File: src/hdl/ife_pkg.sv
package ife_pkg;

	localparam logic [2:0] OP_PERCENT  = 3'd0;
	localparam logic [2:0] OP_CHAR     = 3'd1;
	localparam logic [2:0] OP_HEX      = 3'd2;
	localparam logic [2:0] OP_POINTER  = 3'd3;
	localparam logic [2:0] OP_UNSIGNED = 3'd4;
	localparam logic [2:0] OP_SIGNED   = 3'd5;

	localparam logic [7:0] CH_PERCENT = 8'h25;
	localparam logic [7:0] CH_ZERO    = 8'h30;
	localparam logic [7:0] CH_SPACE   = 8'h20;
	localparam logic [7:0] CH_X       = 8'h78;
	localparam logic [7:0] CH_MINUS   = 8'h2D;
	localparam logic [7:0] CH_ALPHA   = 8'h37;

	localparam int unsigned MAX_DIGITS = 10;

	// ceil(2^35 / 10): (v * RECIP10) >> 35 == v / 10 for any 32-bit v
	localparam logic [31:0] RECIP10 = 32'hCCCC_CCCD;

	// One classified request, as handed from front to back.
	typedef struct packed {
		logic                         bad;      // flag conflict: one error result
		logic                         lit;      // single literal character
		logic [7:0]                   lit_char;
		logic                         ptr;      // "0x" prefix
		logic                         neg;      // '-' sign
		logic                         zf;       // '0' padding, sign first
		logic [5:0]                   pad_cnt;
		logic [3:0]                   ndig;
		logic [MAX_DIGITS-1:0][3:0]   digs;     // least significant at index 0
	} job_t;

endpackage

File: src/hdl/ife_queue.sv
module ife_queue (
	input  logic          clk,
	input  logic          arst_n,
	input  ife_pkg::job_t wr_job,
	input  logic          push,
	output logic          full,
	output ife_pkg::job_t rd_job,
	output logic          avail,
	input  logic          pop
);
	import ife_pkg::*;

	job_t       mem_q [2];
	logic       wr_ptr_q;
	logic       rd_ptr_q;
	logic [1:0] cnt_q;

	assign full   = (cnt_q == 2'd2);
	assign avail  = (cnt_q != 2'd0);
	assign rd_job = mem_q[rd_ptr_q];

	always_ff @(posedge clk or negedge arst_n) begin
		if (!arst_n) begin
			wr_ptr_q <= 1'b0;
			rd_ptr_q <= 1'b0;
			cnt_q    <= 2'd0;
		end else begin
			if (push) wr_ptr_q <= !wr_ptr_q;
			if (pop)  rd_ptr_q <= !rd_ptr_q;
			cnt_q <= cnt_q + 2'(push) - 2'(pop);
		end
	end

	always_ff @(posedge clk) begin
		if (push) mem_q[wr_ptr_q] <= wr_job;
	end

endmodule

File: config.mk
export PLATFORM = sky130hd
export DESIGN_NAME = ife_queue
export DESIGN_NICKNAME = d
export VERILOG_FILES = /design/src/hdl/ife_pkg.sv /design/src/hdl/ife_queue.sv
export SDC_FILE = /design/constraint.sdc
export NUM_CORES = 1
export LEC_CHECK = 0
export BUFFER_PORTS_ARGS = -buffer_cell sky130_fd_sc_hd__buf_4
export CAP_MARGIN = 20
export CORE_UTILIZATION = 50
export CTS_CLUSTER_SIZE = 12
export DETAILED_ROUTE_END_ITERATION = 12
export PLACE_DENSITY_LB_ADDON = 0.25
export SYNTH_ARGS = -nofsm -noshare
export SYNTH_HDL_FRONTEND = slang
export SYNTH_SLANG_ARGS = --single-unit
File: constraint.sdc
create_clock -name clk -period 4.8 [get_ports clk]
set_input_delay 0.48 -clock clk [delete_from_list [all_inputs] [get_ports clk]]
set_output_delay 0.48 -clock clk [all_outputs]
set_load 0.01 [all_outputs]
==> flow_summary.ini <==
[outcome]
status = completed

[clock_network]
cts_resized = 0
clk_latency_ps = 500
cts_buffers = 17
tritoncts = built
clkSlewWorstSetupHoldPaths_ps = 60
cts_sinks = 130
cts_max_level = 4
clock_path_buffers = 2
cts-root-buf = clkbuf_8

[worst_setup_path]
end_kind = output pin
crit_path_max_incr_delay_ps = 770
required_ps = 4320
crit_chain = buf_16 -> mux2_2 -> buf_4
path_max_fanout = 38
cp_top_family = flip-flops
path_class = register to output pin
start_kind = register
crit_arrival_ps = 2150
worst-path-buf-inv = 2
cpMaxStageDelayCell = dfrtp_4

[logic_synthesis]
ys_ff_latch = 130
synth_nets = 280
synth.distinct_cells = 13
syn_inst = 211
synth_seq_area_share = 0.770
synth_area_um2 = 5040
synth_area_per_cell_um2 = 23.9
yosysWarnings = 0

[timing]
max_freq_mhz = 380
tns_ps = 0
slew_violations = 0
fin_crit_sh = 0.548
rsz0062_at_grt = no
setup_viol = 0
period_needed_ps = 2630
relSlewSlack = 0.367
fin_hold_ws_ps = 159
setup_slack_ps = 2170
worst_clock_skew_ps = 3.93
tightest_slew_ps = 948
finalHoldViolations = 0

[drt]
drt-met1-wl_um = 3190
wl_met2_um = 4040
first_iter_violations = 105
drc = 0
top_layer = met4
vias = 2352
met3WireLength_um = 484
firstDrtPassIters = 5
avgRoutedWirePerCell_um = 15.6
drt-total-wl_um = 7840
ant_nets = 0
post_drt_via_cell_ratio = 4.68

[power_and_ir_drop]
total_power_mw = 4.02
seqPwrFrac = 0.407
clkPwrFrac = 0.286
power.leakage_nw = 2.70
p_sw_mw = 1.05
p_comb_frac = 0.306
p_per_area_nw_per_um2 = 603
peakVddDrop_mv = 0.496
p_sw_frac = 0.261
intPower_mw = 2.97

[finish]
layout.nets = 426
fin_cells = 503
diodes = 0
syn_to_final_growth_pct = 32.0
stdcell_area_um2 = 6660
drive_above_1_share = 0.611
final_util = 0.682

[placed_design]
routabilityCongestion = 0.687
dp_slack_ps = 2480
io_buffers = 131
place_inst = 470
dpl_cell_area_um2 = 6110

[die]
die_w_um = 102
io_pins = 132
die_h_um = 102
initial_core_util = 0.516
core_area_um2 = 9770
die-area_um2 = 10500
fp-row-count = 36

[grt]
grt_pass1_vias = 2394
grt_max_degree = 64
grt_usage = 0.161
grt_pass1_wl_um = 11700
antenna_found_initial = 0
grt.overflow.total = 0

[job]
maxCapViolations = 0

[hold_path]
hold_class = input port to register
## power groups by stage
stage / combinational (mW) / sequential, mW / clock (mW)
floorplan: 0.904 / 1.59 / 0
global placement: 1.15 / 1.73 / 0
detailed placement: 1.25 / 1.66 / 0
CTS: 1.25 / 1.64 / 1.18
global route: 1.32 / 1.66 / 1.22
finish: 1.23 / 1.64 / 1.15
## area by class of cell
type | count | area, µm²
Clock buffer | 18 | 418
Clock inverter | 14 | 121
Fill cell | 660 | 3110
Inverter | 2 | 7.51
Multi-Input combinational cell | 72 | 1030
Sequential cell | 130 | 3890
Tap cell | 133 | 166
Timing Repair Buffer | 134 | 1030
## sequential cells by signal (all words and copies together) (netlist names)
| name | cells |
|---|---|
| wr_ptr_q | 1 |
| cnt_q | 2 |
| mem_q | 126 |
| rd_ptr_q | 1 |
## what timing repair did
action                                  CTS  global route
endpoints found under the setup margin    0             0
hold endpoints to repair                  4             0
hold buffers                              1             0
setup buffers                             0             0
## final timing paths
path | from | endpoint | slack, ps | depth (start not counted)
setup / recovery | rd_ptr_q | rd_job[0] | 2170 | 3
hold / removal | wr_job[32] | mem_q[1][32] | 160 | 1
setup reg to reg | wr_ptr_q | mem_q[0][44] | 2720 | 2
hold reg to reg | wr_ptr_q | wr_ptr_q | 560 | 1
max in group asynchronous | arst_n | rd_ptr_q | 4380 | 2
min in group asynchronous | arst_n | wr_ptr_q | 310 | 2
## cell families (layout without fill, tap and decap cells)
family | Yosys count | after routing | share of synthesized area
fa+ha+maj | 2 | 2 | 0.00496
flops | 130 | 130 | 0.770
buf+inv | 9 | 168 | 0.0275
xor+xnor | 3 | 3 | 0.00818
simple gates | 4 | 4 | 0.00496
mux | 63 | 63 | 0.185
## layout by cell type, fill, tap and decap left out, drive strengths merged
cell | netlist | routed
and2 | 1 | 1
buf | 7 | 133
bufinv | 0 | 2
clkbuf | 0 | 18
clkinv | 0 | 9
clkinvlp | 0 | 3
dfrtp | 4 | 4
dlygate4sd3 | 0 | 1
edfxtp | 126 | 126
ha | 2 | 2
inv | 2 | 2
mux2 | 63 | 63
nor2b | 2 | 2
or2 | 1 | 1
xor2 | 2 | 2
xor3 | 1 | 1
## per-layer routing
layer,GRT usage,vias up
met5,0,-
met4,0.100,0
met3,0.0609,10
met2,0.251,85
met1,0.189,1127
li1,-,1130
## cells in the mapped netlist
master,number,share of area
dfrtp_1,4,0.020
or2_2,1,0.0012
xor2_1,2,0.0035
mux2_4,59,0.18
nor2b_1,2,0.0025
and2_1,1,0.0012
xor3_1,1,0.0047
mux2_2,4,0.0089
ha_1,2,0.0050
inv_1,2,0.0015
edfxtp_1,126,0.75
buf_12,6,0.024
buf_6,1,0.0022
Power figures use the tool's default switching activity.
