File: src/hdl/ife_pkg.sv
package ife_pkg;

	localparam logic [2:0] OP_PERCENT  = 3'd0;
	localparam logic [2:0] OP_CHAR     = 3'd1;
	localparam logic [2:0] OP_HEX      = 3'd2;
	localparam logic [2:0] OP_POINTER  = 3'd3;
	localparam logic [2:0] OP_UNSIGNED = 3'd4;
	localparam logic [2:0] OP_SIGNED   = 3'd5;

	localparam logic [7:0] CH_PERCENT = 8'h25;
	localparam logic [7:0] CH_ZERO    = 8'h30;
	localparam logic [7:0] CH_SPACE   = 8'h20;
	localparam logic [7:0] CH_X       = 8'h78;
	localparam logic [7:0] CH_MINUS   = 8'h2D;
	localparam logic [7:0] CH_ALPHA   = 8'h37;

	localparam int unsigned MAX_DIGITS = 10;

	// ceil(2^35 / 10): (v * RECIP10) >> 35 == v / 10 for any 32-bit v
	localparam logic [31:0] RECIP10 = 32'hCCCC_CCCD;

	// One classified request, as handed from front to back.
	typedef struct packed {
		logic                         bad;      // flag conflict: one error result
		logic                         lit;      // single literal character
		logic [7:0]                   lit_char;
		logic                         ptr;      // "0x" prefix
		logic                         neg;      // '-' sign
		logic                         zf;       // '0' padding, sign first
		logic [5:0]                   pad_cnt;
		logic [3:0]                   ndig;
		logic [MAX_DIGITS-1:0][3:0]   digs;     // least significant at index 0
	} job_t;

endpackage

File: src/hdl/ife_channels.sv


interface ife_chr_if;
	logic       valid;
	logic       ready;
	logic [7:0] out_char;
	logic       last;
	logic       bad_format;

	modport source (output valid, out_char, last, bad_format, input ready);
	modport sink   (input valid, out_char, last, bad_format, output ready);
endinterface

File: src/hdl/ife_back.sv
module ife_back (
	input  logic          clk,
	input  logic          arst_n,
	input  ife_pkg::job_t job,
	input  logic          job_avail,
	output logic          job_pop,
	ife_chr_if.source     chars
);
	import ife_pkg::*;

	logic                       busy_q;
	logic                       lit_q;
	logic                       bad_q;
	logic [7:0]                 lit_char_q;
	logic [1:0]                 pfx_q;
	logic                       sga_q;
	logic [5:0]                 pad_q;
	logic                       sgb_q;
	logic [3:0]                 dcnt_q;
	logic [7:0]                 pad_char_q;
	logic [MAX_DIGITS-1:0][3:0] digs_q;

	logic       ovalid_q;
	logic [7:0] ochar_q;
	logic       olast_q;
	logic       obad_q;

	logic       emit;
	logic       lit_n;
	logic [1:0] pfx_n;
	logic       sga_n;
	logic [5:0] pad_n;
	logic       sgb_n;
	logic [3:0] dcnt_n;
	logic [7:0] ch;
	logic [3:0] dg;
	logic [3:0] didx;
	logic       fin;

	assign job_pop = !busy_q && job_avail;
	assign emit    = busy_q && (!ovalid_q || chars.ready);

	assign chars.valid      = ovalid_q;
	assign chars.out_char   = ochar_q;
	assign chars.last       = olast_q;
	assign chars.bad_format = obad_q;

	// pick the next piece: literal, prefix, leading sign, pad, trailing sign, digits
	always_comb begin
		lit_n  = lit_q;
		pfx_n  = pfx_q;
		sga_n  = sga_q;
		pad_n  = pad_q;
		sgb_n  = sgb_q;
		dcnt_n = dcnt_q;
		didx   = dcnt_q - 4'd1;
		dg     = digs_q[didx];
		if (lit_q) begin
			ch = lit_char_q;
			lit_n = 1'b0;
		end else if (pfx_q != 2'd0) begin
			ch = (pfx_q == 2'd2) ? CH_ZERO : CH_X;
			pfx_n = pfx_q - 2'd1;
		end else if (sga_q) begin
			ch = CH_MINUS;
			sga_n = 1'b0;
		end else if (pad_q != 6'd0) begin
			ch = pad_char_q;
			pad_n = pad_q - 6'd1;
		end else if (sgb_q) begin
			ch = CH_MINUS;
			sgb_n = 1'b0;
		end else begin
			ch = (dg <= 4'd9) ? CH_ZERO + 8'(dg) : CH_ALPHA + 8'(dg);
			dcnt_n = dcnt_q - 4'd1;
		end
		fin = !lit_n && pfx_n == 2'd0 && !sga_n && pad_n == 6'd0 && !sgb_n && dcnt_n == 4'd0;
	end

	always_ff @(posedge clk or negedge arst_n) begin
		if (!arst_n) begin
			busy_q   <= 1'b0;
			ovalid_q <= 1'b0;
		end else begin
			if (job_pop)
				busy_q <= 1'b1;
			else if (emit && fin)
				busy_q <= 1'b0;
			if (emit)
				ovalid_q <= 1'b1;
			else if (chars.ready)
				ovalid_q <= 1'b0;
		end
	end

	always_ff @(posedge clk) begin
		if (job_pop) begin
			lit_q      <= job.lit;
			bad_q      <= job.bad;
			lit_char_q <= job.lit_char;
			pfx_q      <= job.ptr ? 2'd2 : 2'd0;
			sga_q      <= job.neg && job.zf;
			sgb_q      <= job.neg && !job.zf;
			pad_q      <= job.pad_cnt;
			dcnt_q     <= job.ndig;
			pad_char_q <= job.zf ? CH_ZERO : CH_SPACE;
			digs_q     <= job.digs;
		end else if (emit) begin
			lit_q  <= lit_n;
			pfx_q  <= pfx_n;
			sga_q  <= sga_n;
			pad_q  <= pad_n;
			sgb_q  <= sgb_n;
			dcnt_q <= dcnt_n;
		end
		if (emit) begin
			ochar_q <= ch;
			olast_q <= fin;
			obad_q  <= bad_q;
		end
	end

endmodule

File: src/flat_wrapper.sv
// flat-port wrapper written by rule: the top's interface ports become plain ports
module ife_back_flat import ife_pkg::*;
  (clk, arst_n, job, job_avail, job_pop, chars_valid, chars_out_char, chars_last, chars_bad_format, chars_ready);
  ife_chr_if chars_i ();
  input  logic clk;
  input  logic arst_n;
  input  ife_pkg::job_t job;
  input  logic job_avail;
  output logic job_pop;
  output wire logic [$bits(chars_i.valid)-1:0] chars_valid;
  output wire logic [$bits(chars_i.out_char)-1:0] chars_out_char;
  output wire logic [$bits(chars_i.last)-1:0] chars_last;
  output wire logic [$bits(chars_i.bad_format)-1:0] chars_bad_format;
  input wire logic [$bits(chars_i.ready)-1:0] chars_ready;
  assign chars_valid = chars_i.valid;
  assign chars_out_char = chars_i.out_char;
  assign chars_last = chars_i.last;
  assign chars_bad_format = chars_i.bad_format;
  assign chars_i.ready = chars_ready;
  ife_back u_core (.clk(clk), .arst_n(arst_n), .job(job), .job_avail(job_avail), .job_pop(job_pop), .chars(chars_i));
endmodule
File: config.mk
export PLATFORM = sky130hd
export DESIGN_NAME = ife_back_flat
export DESIGN_NICKNAME = d
export VERILOG_FILES = /design/src/hdl/ife_pkg.sv /design/src/hdl/ife_channels.sv /design/src/hdl/ife_back.sv /design/src/flat_wrapper.sv
export SDC_FILE = /design/constraint.sdc
export NUM_CORES = 1
export LEC_CHECK = 0
export BUFFER_PORTS_ARGS = -buffer_cell sky130_fd_sc_hd__buf_2
export CORE_ASPECT_RATIO = 1.75
export CORE_UTILIZATION = 54
export DETAILED_ROUTE_END_ITERATION = 10
export PLACE_DENSITY = 0.79
export SETUP_SLACK_MARGIN = 0.15
export SLEW_MARGIN = 20
export SYNTH_ARGS = -nofsm -noshare
export SYNTH_HDL_FRONTEND = slang
export SYNTH_SLANG_ARGS = --single-unit
File: constraint.sdc
create_clock -name clk -period 4.6 [get_ports clk]
set_clock_uncertainty 0.2 [all_clocks]
set_input_delay 0.46 -clock clk [delete_from_list [all_inputs] [get_ports clk]]
set_output_delay 0.46 -clock clk [all_outputs]
set_load 0.01 [all_outputs]
==> results of run 1 <==
[cell type report]
class                   count  share of cell area (%)
inverters                  10                  0.8671
repair buffers             82                   9.769
multi-input cells         180                   28.12
clock inverters             2                  0.3179
flip-flops and latches     77                   53.18
well taps                  82                   2.370
clock buffers              11                   5.376
[sequential cells by signal (all words and copies together), names as in the netlist]
signal and flops:
u_core.chars.out_char 8, u_core.pad_q 6, u_core.sgb_q 1, u_core.digs_q 40, u_core.lit_char_q 8, u_core.pfx_q 2
u_core.lit_q 1, u_core.dcnt_q 4, u_core.chars.last 1, u_core.pad_char_q 1, u_core.sga_q 1, u_core.chars.bad_format 1
u_core.busy_q 1, u_core.chars.valid 1, u_core.bad_q 1
[power by group]
| group | leakage, uW | internal [uW] | total (uW) | switching (uW) |
|---|---|---|---|---|
| Sequential | 0.000713 | 788 | 806 | 18.0 |
| Clock | 0.000121 | 355 | 590 | 234 |
| Combinational | 0.000797 | 73.6 | 158 | 84.8 |
[stage by stage]
step                      power, uW  instances  hold WS (ps)  utilization, %  area, um^2
after floorplan               919.9        281        -35.59               -        3626
after global placement        969.5        430         45.47           62.75        4073
after detailed placement      974.6        430         50.41           62.75        4073
after CTS                      1566        444         95.63           66.71        4329
after global routing           1617        444         85.72           66.71        4329
final                          1554        444         106.6           66.71        4329
[cells by family after synthesis]
logic type      after synthesis  share of synthesized area, %
xor+xnor                      6                         1.449
simple gates                 92                         13.56
mux                          22                         6.832
flops                        77                         63.49
compound gates               55                         10.08
fa+ha+maj                     5                         1.656
buf+inv                      24                         2.933
[worst paths after layout]
check | slack (ps) | depth (start not counted) | to
min in group asynchronous | 240 | 2 | u_core.chars.valid
max in group asynchronous | 3860 | 2 | u_core.busy_q
setup / recovery | 540 | 13 | u_core.chars.out_char[5]
setup reg to reg | 540 | 13 | u_core.chars.out_char[5]
hold reg to reg | 240 | 0 | u_core.chars.bad_format
hold / removal | 110 | 1 | u_core.bad_q
[placed cells by master, fill, tap and decap left out, types with 3 or more instances in the layout]
cell type / synthesis / final
a21oi_1: 14 / 14
nand2b_1: 5 / 5
xnor2_1: 4 / 4
o211ai_1: 5 / 5
inv_1: 10 / 9
nor3_1: 5 / 5
buf_4: 2 / 3
nand2_1: 26 / 26
nand4_1: 4 / 4
nand3b_1: 3 / 3
o21ai_0: 14 / 14
clkbuf_16: 0 / 9
nor2_1: 13 / 13
nor2b_1: 3 / 3
buf_2: 1 / 78
mux2i_1: 18 / 18
nor4_1: 4 / 4
edfxtp_1: 75 / 75
ha_1: 4 / 4
and2_1: 3 / 3
nand3_1: 13 / 13
[routing by layer]
metal / vias to the layer above / GRT usage [%] / wire length [um]
met5: - / 0 / 0
met2: 95 / 38.94 / 3927
met3: 15 / 5.992 / 346
li1: 1230 / - / -
met1: 1199 / 20.53 / 2440
met4: 0 / 11.67 / 160
[timing repair]
| item | CTS | global route |
|---|---|---|
| hold buffers | 1 | 0 |
| setup buffers | 0 | 0 |
| hold endpoints to repair | 2 | 0 |
==> flow_summary_export.csv, run 1 <==
group,metric,value,unit
status,status,"finished clean",
timing,fin_setup_tns,0,ps
critical_path,critPathLaunch,"u_core.dcnt_q[0]",
critical_path,critPathKind,"reg2reg",
critical_path,worstSetupEndpointType,"flop",
grt,antenna_found_initial,0,
cells_and_area,fin_nets,431,
critical_path,cpPeakStageDelay,490,ps
logic_synthesis,yosys.area.top_type_share,62.11,%
logic_synthesis,ys.flop_type,"edfxtp_1",
min_path,hp-start,"job[62]",
cts,cts_tree,"done",
power,p_leak,0.001631,uW
drt,routed_wl,6.874,mm
grt,grt_pass1_wl,11.06,mm
drt,first_pass_iters,4,
critical_path,cp-start-kind,"flop",
power,ir_worst_vdd,0.3036,mV
cts,path_clk_slew,50,ps
timing,setup_slack,542.1,ps
logic_synthesis,yosys.area.top_type,"edfxtp_1",
timing,period_needed,4058,ps
cells_and_area,syn2layout_area_growth,19.39,%
timing,maxSlewViolCount,0,
placed_design,port_buffers,78,
timing,max_slew_margin,42.90,%
logic_synthesis,ys_types,56,
power,powerDensity,359.0,mW/mm^2
drt,vias_per_cell,5.718,
timing,setup_viol,0,
cts,cts_buffers,9,
placed_design,hpwl,5.124,mm
logic_synthesis,yosys.cell_count.top_type,"edfxtp_1",
floorplanning,coreArea,0.006490,mm^2
grt,overflow,0,
min_path,hold_class,"in2reg",
cells_and_area,multi_input_area,0.001217,mm^2
critical_path,crit_buf_inv,2,
logic_synthesis,ys_ff_latch,77,
timing,rsz0062_at_grt,"false",
logic_synthesis,synthCells,281,
cells_and_area,diodes,0,
job,cap_violations,0,
cts,clockBufferDepth,2,
logic_synthesis,ys_seq_area_share,63.49,%
cells_and_area,fillers,495,
timing,finalCritPeriodShare,88.22,%
grt,grt_pass1_vias,2492,
floorplanning,boundaryPins,79,
logic_synthesis,synthArstFlopShare,2.597,%
cts,clkLatencyLatePin,320,ps
critical_path,crit_path_cell_trace,"buf_4 > or3_1 > a211oi_1 > o21ai_1 > o22ai_1 > inv_1 > ha_1 > nor2_1 > a41oi_1 > o21ai_1 > nand2_2 > or4_4 > o31a_1",
critical_path,crit_path_top_delay_cell,"or4_4",
floorplanning,fp.dieH,110.4,um
logic_synthesis,synth_area,0.003626,mm^2
timing,tightest_slew,848.7,ps
logic_synthesis,synth-edff-count,75,
drt,vias,2539,
floorplanning,die-area,0.007060,mm^2
logic_synthesis,synth_nets,352,
cts,clockRootBuffer,"clkbuf_16",
critical_path,critPathMostFrequentCell,"o21ai_1",
critical_path,critPathArrivalTime,3930,ps
cts,cts_sinks,77,
timing,clock.fmax,246.4,MHz
critical_path,path_max_fanout,20,
cells_and_area,layout-drive-gt1-share,29.01,%
timing,hold_violations,0,
drt,drcViolationCount,0,
drt,drt_iter0_markers,158,
logic_synthesis,synth_area_leaders,"edfxtp_1, mux2i_1, nand2_1, a21oi_1, o21ai_0",
drt,wl_per_cell,15.48,um
drt,antenna_left,0,
grt,grt_max_degree,37,
floorplanning,fp.dieW,63.95,um
critical_path,worst-endpoint-required,4480,ps
logic_synthesis,postSynthAreaPerCell,12.90,um^2
cts,cts_resized,0,
floorplanning,initial_core_util,55.87,%
cts,ctsHtreeMaxLevel,3,
logic_synthesis,yosysWarnings,0,
placed_design,dpl_worst_slack,618.1,ps
critical_path,cp_top_family,"compound AO/OA/AOI/OAI gates",
grt,grt_util_all_layers,21.28,%
cells_and_area,seq_area,0.002302,mm^2
placed_design,gp_congestion,0.9284,
critical_path,reg2reg_from,"u_core.dcnt_q[0]",
logic_synthesis,netlist_top_cells_count,"edfxtp_1, nand2_1, mux2i_1",
floorplanning,rows,39,
Power figures use the tool's default switching activity.
==> run 2: changes to the inputs <==
Settings changed: CELL_PAD_IN_SITES_DETAIL_PLACEMENT from default to 1, CELL_PAD_IN_SITES_GLOBAL_PLACEMENT from default to 2, CORE_UTILIZATION 54 to 36, PLACE_DENSITY 0.79 to default, PLACE_DENSITY_LB_ADDON from default to 0.1.
==> run 2 against run 1 <==
Compared with the run above:
- non-clock buffer count unchanged
- global-route usage fell by 3.5 points
- register-to-register slack got worse by 120 ps
- setup slack got worse by 120 ps
- die area increased by 49%
- power rose by 7.4%
- highest routed layer unchanged
- final area increased by 2.3%
- core utilization decreased by 22 points
- critical path depth stayed put
==> flow_summary_export.csv, run 2 (synthesis gave the netlist of run 1 again) <==
group,metric,value,unit
status,status,"finished clean",
power,p_leak,0.001646,uW
min_path,hp-start,"job[21]",
critical_path,worst-endpoint-required,4490,ps
floorplanning,die-area,0.01049,mm^2
placed_design,port_buffers,78,
drt,top_layer,"met4",
timing,clock.fmax,239.1,MHz
placed_design,gp_congestion,0.8295,
cells_and_area,layout-drive-gt1-share,29.59,%
cells_and_area,fin_nets,431,
timing,setup_slack,417.8,ps
timing,finalCritPeriodShare,90.92,%
drt,drt_iter0_markers,117,
timing,hold_violations,0,
critical_path,critPathLaunch,"u_core.dcnt_q[0]",
critical_path,cpPeakStageDelay,840,ps
grt,grt_pass1_wl,13.55,mm
drt,drcViolationCount,0,
drt,met3_wirelength,305,um
timing,tightest_slew,952.7,ps
grt,grt_pass1_vias,2675,
drt,met2_length,4.966,mm
drt,vias_per_cell,5.108,
cts,ctsHtreeMaxLevel,3,
timing,period_needed,4182,ps
drt,wl_per_cell,17.46,um
critical_path,reg2reg_from,"u_core.dcnt_q[0]",
floorplanning,coreArea,0.009849,mm^2
cts,clockBufferDepth,2,
power,ir_worst_vdd,0.2645,mV
cts,clockRootBuffer,"clkbuf_16",
grt,grt_max_degree,41,
timing,fin_setup_tns,0,ps
critical_path,critPathArrivalTime,4070,ps
placed_design,placed_area,0.004126,mm^2
placed_design,dpl_worst_slack,364.7,ps
power,power_frac_seq,48.3,%
cells_and_area,largest_reg_flops,40,
cells_and_area,regMostFlops,"u_core.digs_q",
power,p_sw_share,23.19,%
floorplanning,boundaryPins,79,
power,power_switching,387.1,uW
placed_design,dpl.cell_count,473,
timing,max_slew_margin,35.90,%
power,internal_power,1282,uW
cts,cts_tree,"done",
cells_and_area,final_cells,490,
critical_path,cp_top_family,"simple AND/OR/NAND/NOR gates",
timing,rsz0062_at_grt,"false",
floorplanning,rows,48,
critical_path,crit_buf_inv,2,
drt,wl_met1,3.155,mm
cts,cts_buffers,9,
cells_and_area,fillers,1088,
drt,antenna_left,0,
cts,cts_sinks,77,
power,totalPowerFinal,1669,uW
critical_path,r2r_slack,420,ps
critical_path,path_max_fanout,20,
critical_path,crit_path_cell_trace,"buf_4 > nor4_1 > o211ai_1 > a21oi_1 > a31o_2 > inv_1 > ha_1 > nor2_1 > a41oi_1 > a22oi_2 > nand2_2 > or4_4 > o31a_1",
cells_and_area,final_cell_mix,"buf_2, edfxtp_1, nand2_1, mux2i_1",
grt,antenna_found_initial,0,
power,p_clk_share,42.0,%
cells_and_area,syn2layout_area_growth,22.12,%
floorplanning,initial_core_util,36.81,%
cts,path_clk_slew,60,ps
grt,grt_util_all_layers,17.76,%
floorplanning,fp.dieH,134.8,um
placed_design,hpwl,6.407,mm
power,powerDensity,377.0,mW/mm^2
drt,first_pass_iters,4,
cells_and_area,final_common_cell,"buf_2",
job,cap_violations,0,
drt,vias,2503,
timing,maxSlewViolCount,0,
cts,clkLatencyLatePin,340,ps
timing,setup_viol,0,
critical_path,worstSetupEndpointType,"flop",
critical_path,critPathKind,"reg2reg",
cells_and_area,fin_area,0.004428,mm^2
power,power_frac_comb,9.7,%
grt,overflow,0,
drt,routed_wl,8.553,mm
floorplanning,fp.dieW,77.87,um
cells_and_area,diodes,0,
critical_path,crit_path_top_delay_cell,"nor4_1",
min_path,hold_class,"in2reg",
critical_path,cp-start-kind,"flop",
run 2: changes by cell type in the layout (fill, tap and decap cells not counted):
cell,before,now
clkinvlp_4,0,2
clkinv_4,1,0
bufinv_16,0,1
inv_6,0,1
run 2: worst paths after layout:
path | to | cells past startpoint
worst max-delay path | u_core.chars.out_char[5] | 13
max in group asynchronous | u_core.chars.valid | 2
min in group asynchronous | u_core.busy_q | 2
worst max register to register | u_core.chars.out_char[5] | 13
worst min register to register | u_core.chars.bad_format | 0
worst min-delay path | u_core.digs_q[21] | 1
run 2: through the flow:
stage	util, %	hold WS [ps]
after detailed placement	41.90	48.42
final	44.96	90.90
after CTS	44.96	82.50
after global placement	41.90	45.09
after floorplan	-	-35.59
after global routing	44.96	77.59
run 2: cell type report:
| cell class | count | area, um^2 | area share [%] |
|---|---|---|---|
| clock buffer | 11 | 232.7 | 5.256 |
| multi-input combinational | 180 | 1217 | 27.49 |
| timing repair buffer | 82 | 422.9 | 9.551 |
| inverter | 10 | 37.54 | 0.8477 |
| tap | 125 | 156.4 | 3.532 |
| sequential | 77 | 2302 | 51.99 |
| clock inverter | 5 | 58.81 | 1.328 |
run 2: worst register-to-register path: cells and delay by family (launching register included):
kind            cells  cell delay, ps
flops               1             380
compound gates      6            1230
buf+inv             2             310
simple gates        4            1610
fa+ha+maj           1             210
run 2: repair_timing:
action                                 4_1_cts  5_1_grt
buffers inserted                             0        0
hold buffers                                 1        0
endpoints found under the hold margin        2        0
resized for setup                            0        0
run 2: routing by layer:
layer,track usage (%),up-vias
met3,4.595,10
met4,6.604,0
met2,34.32,59
li1,-,1232
met1,17.76,1202
met5,0,-
run 2: power groups by stage:
| stage | clock (uW) | sequential (uW) | combinational [uW] |
|---|---|---|---|
| 2_1_floorplan | 0 | 811 | 109 |
| 3_3_place_gp | 0 | 820 | 160 |
| 3_5_place_dp | 0 | 820 | 164 |
| 4_1_cts | 717 | 806 | 165 |
| 5_1_grt | 742 | 808 | 180 |
| 6_report | 702 | 806 | 162 |
==> run 3: changes to the inputs <==
Settings changed: CORE_MARGIN from default to 2.
==> run 3 against run 2 <==
Compared with the run above:
- power down 0.31%
- largest cell class unchanged
- critical path depth did not move
- largest power group unchanged
- sequential share of layout area is the same
- highest routed layer unchanged
- sequential power hardly changed
- final area did not move
- routed wire length is 0.34% lower
- register-to-register slack is essentially flat
==> flow_summary_export.csv, run 3 (synthesis gave the netlist of run 1 again) <==
group,metric,value,unit
floorplanning,fp.dieW,79.87,um
cts,cts_sinks,77,
cells_and_area,largest_reg_flops,40,
power,power_switching,382.0,uW
timing,rsz0062_at_grt,"false",
cts,clockBufferDepth,2,
cells_and_area,layout-drive-gt1-share,29.59,%
placed_design,gp_congestion,0.8346,
cts,path_clk_slew,60,ps
critical_path,worstSetupEndpointType,"flop",
cells_and_area,final_cell_mix,"buf_2, edfxtp_1, nand2_1, mux2i_1",
cts,cts_resized,0,
grt,antenna_found_initial,0,
floorplanning,rows,48,
timing,setup_viol,0,
grt,grt_pass1_wl,13.59,mm
timing,finalCritPeriodShare,91.07,%
critical_path,cp-start-kind,"flop",
drt,wl_per_cell,17.40,um
timing,period_needed,4189,ps
drt,routed_wl,8.524,mm
timing,clock.fmax,238.7,MHz
placed_design,port_buffers,78,
timing,hold_violations,0,
power,p_leak,0.001646,uW
status,status,"finished clean",
job,cap_violations,0,
cells_and_area,final_common_cell,"buf_2",
cts,cts_hold_buf,1,
critical_path,critPathKind,"reg2reg",
cts,cts_tree,"done",
power,power_frac_comb,9.7,%
timing,max_slew_margin,36.24,%
drt,first_pass_iters,4,
cells_and_area,regMostFlops,"u_core.digs_q",
power,ir_worst_vdd,0.2333,mV
floorplanning,die-area,0.01092,mm^2
power,powerDensity,375.8,mW/mm^2
drt,antenna_left,0,
power,p_clk_share,41.8,%
grt,grt_max_degree,40,
cts,clkLatencyLatePin,340,ps
drt,vias,2555,
critical_path,critPathArrivalTime,4070,ps
cts,clockRootBuffer,"clkbuf_16",
cells_and_area,syn2layout_area_growth,22.12,%
cells_and_area,fillers,1080,
floorplanning,coreArea,0.009849,mm^2
critical_path,path_max_fanout,20,
cts,cts_buffers,9,
grt,grt_pass1_vias,2748,
drt,vias_per_cell,5.214,
power,p_sw_share,22.95,%
timing,maxSlewViolCount,0,
grt,grt_util_all_layers,16.88,%
power,power_frac_seq,48.4,%
cts,ctsHtreeMaxLevel,3,
placed_design,hpwl,6.425,mm
floorplanning,boundaryPins,79,
cells_and_area,fin_nets,431,
power,internal_power,1282,uW
grt,overflow,0,
critical_path,worst-endpoint-required,4480,ps
cts,cts_setup_buffers,0,
min_path,hold_class,"in2reg",
timing,fin_setup_tns,0,ps
cells_and_area,fin_util,44.96,%
floorplanning,fp.dieH,136.8,um
cells_and_area,diodes,0,
drt,drcViolationCount,0,
timing,tightest_slew,947.7,ps
floorplanning,initial_core_util,36.81,%
drt,drt_iter0_markers,91,
## run 3: power groups by stage
| stage | combinational (uW) | clock, uW | sequential, uW |
|---|---|---|---|
| global route | 182 | 739 | 809 |
| finish | 162 | 696 | 806 |
| floorplan | 109 | 0 | 811 |
| CTS | 165 | 716 | 806 |
| global placement | 160 | 0 | 821 |
| detailed placement | 163 | 0 | 821 |
## run 3: area by class of cell
class	instances	area [um^2]	area share (%)
inverters	10	37.54	0.8477
multi-input cells	180	1217	27.49
repair buffers	82	422.9	9.551
clock inverters	5	58.81	1.328
flip-flops and latches	77	2302	51.99
well taps	125	156.4	3.532
clock buffers	11	232.7	5.256
## run 3: routing by layer
layer / wire (um) / global-route usage (%) / up-vias
met3: 297 / 3.364 / 16
li1: - / - / 1235
met5: 0 / 0 / -
met2: 4850 / 31.28 / 67
met1: 3140 / 17.65 / 1237
met4: 235 / 8.663 / 0
## run 3: stage by stage
| stage | setup WS (ps) | hold WS, ps | power, uW | area [um^2] | instances |
|---|---|---|---|---|---|
| 2_1_floorplan | 452.7 | -35.59 | 919.9 | 3626 | 281 |
| 3_3_place_gp | 494.0 | 45.54 | 980.5 | 4126 | 473 |
| 3_5_place_dp | 375.8 | 46.85 | 984.0 | 4126 | 473 |
| 4_1_cts | 374.6 | 82.69 | 1688 | 4428 | 490 |
| 5_1_grt | 175.1 | 81.91 | 1730 | 4428 | 490 |
| 6_report | 410.8 | 96.03 | 1664 | 4428 | 490 |
## run 3: final timing paths
path,start,depth (start not counted),to,slack [ps]
worst min-delay path,job[13],1,u_core.digs_q[13],100
max in group asynchronous,arst_n,2,u_core.chars.valid,3870
worst min register to register,u_core.bad_q,0,u_core.chars.bad_format,230
worst max register to register,u_core.dcnt_q[0],13,u_core.chars.out_char[5],410
worst max-delay path,u_core.dcnt_q[0],13,u_core.chars.out_char[5],410
min in group asynchronous,arst_n,2,u_core.busy_q,240
## run 3: critical path, cell delays in order (launching register included)
cell      delay, ps
edfxtp_1        390
buf_4           230
nor4_1          840
o211ai_1        220
a21oi_1         200
a31o_2          160
inv_1            70
ha_1            210
nor2_1          150
a41oi_1          90
o21ai_1         270
nand2_2         120
or4_4           490
o31a_1          290
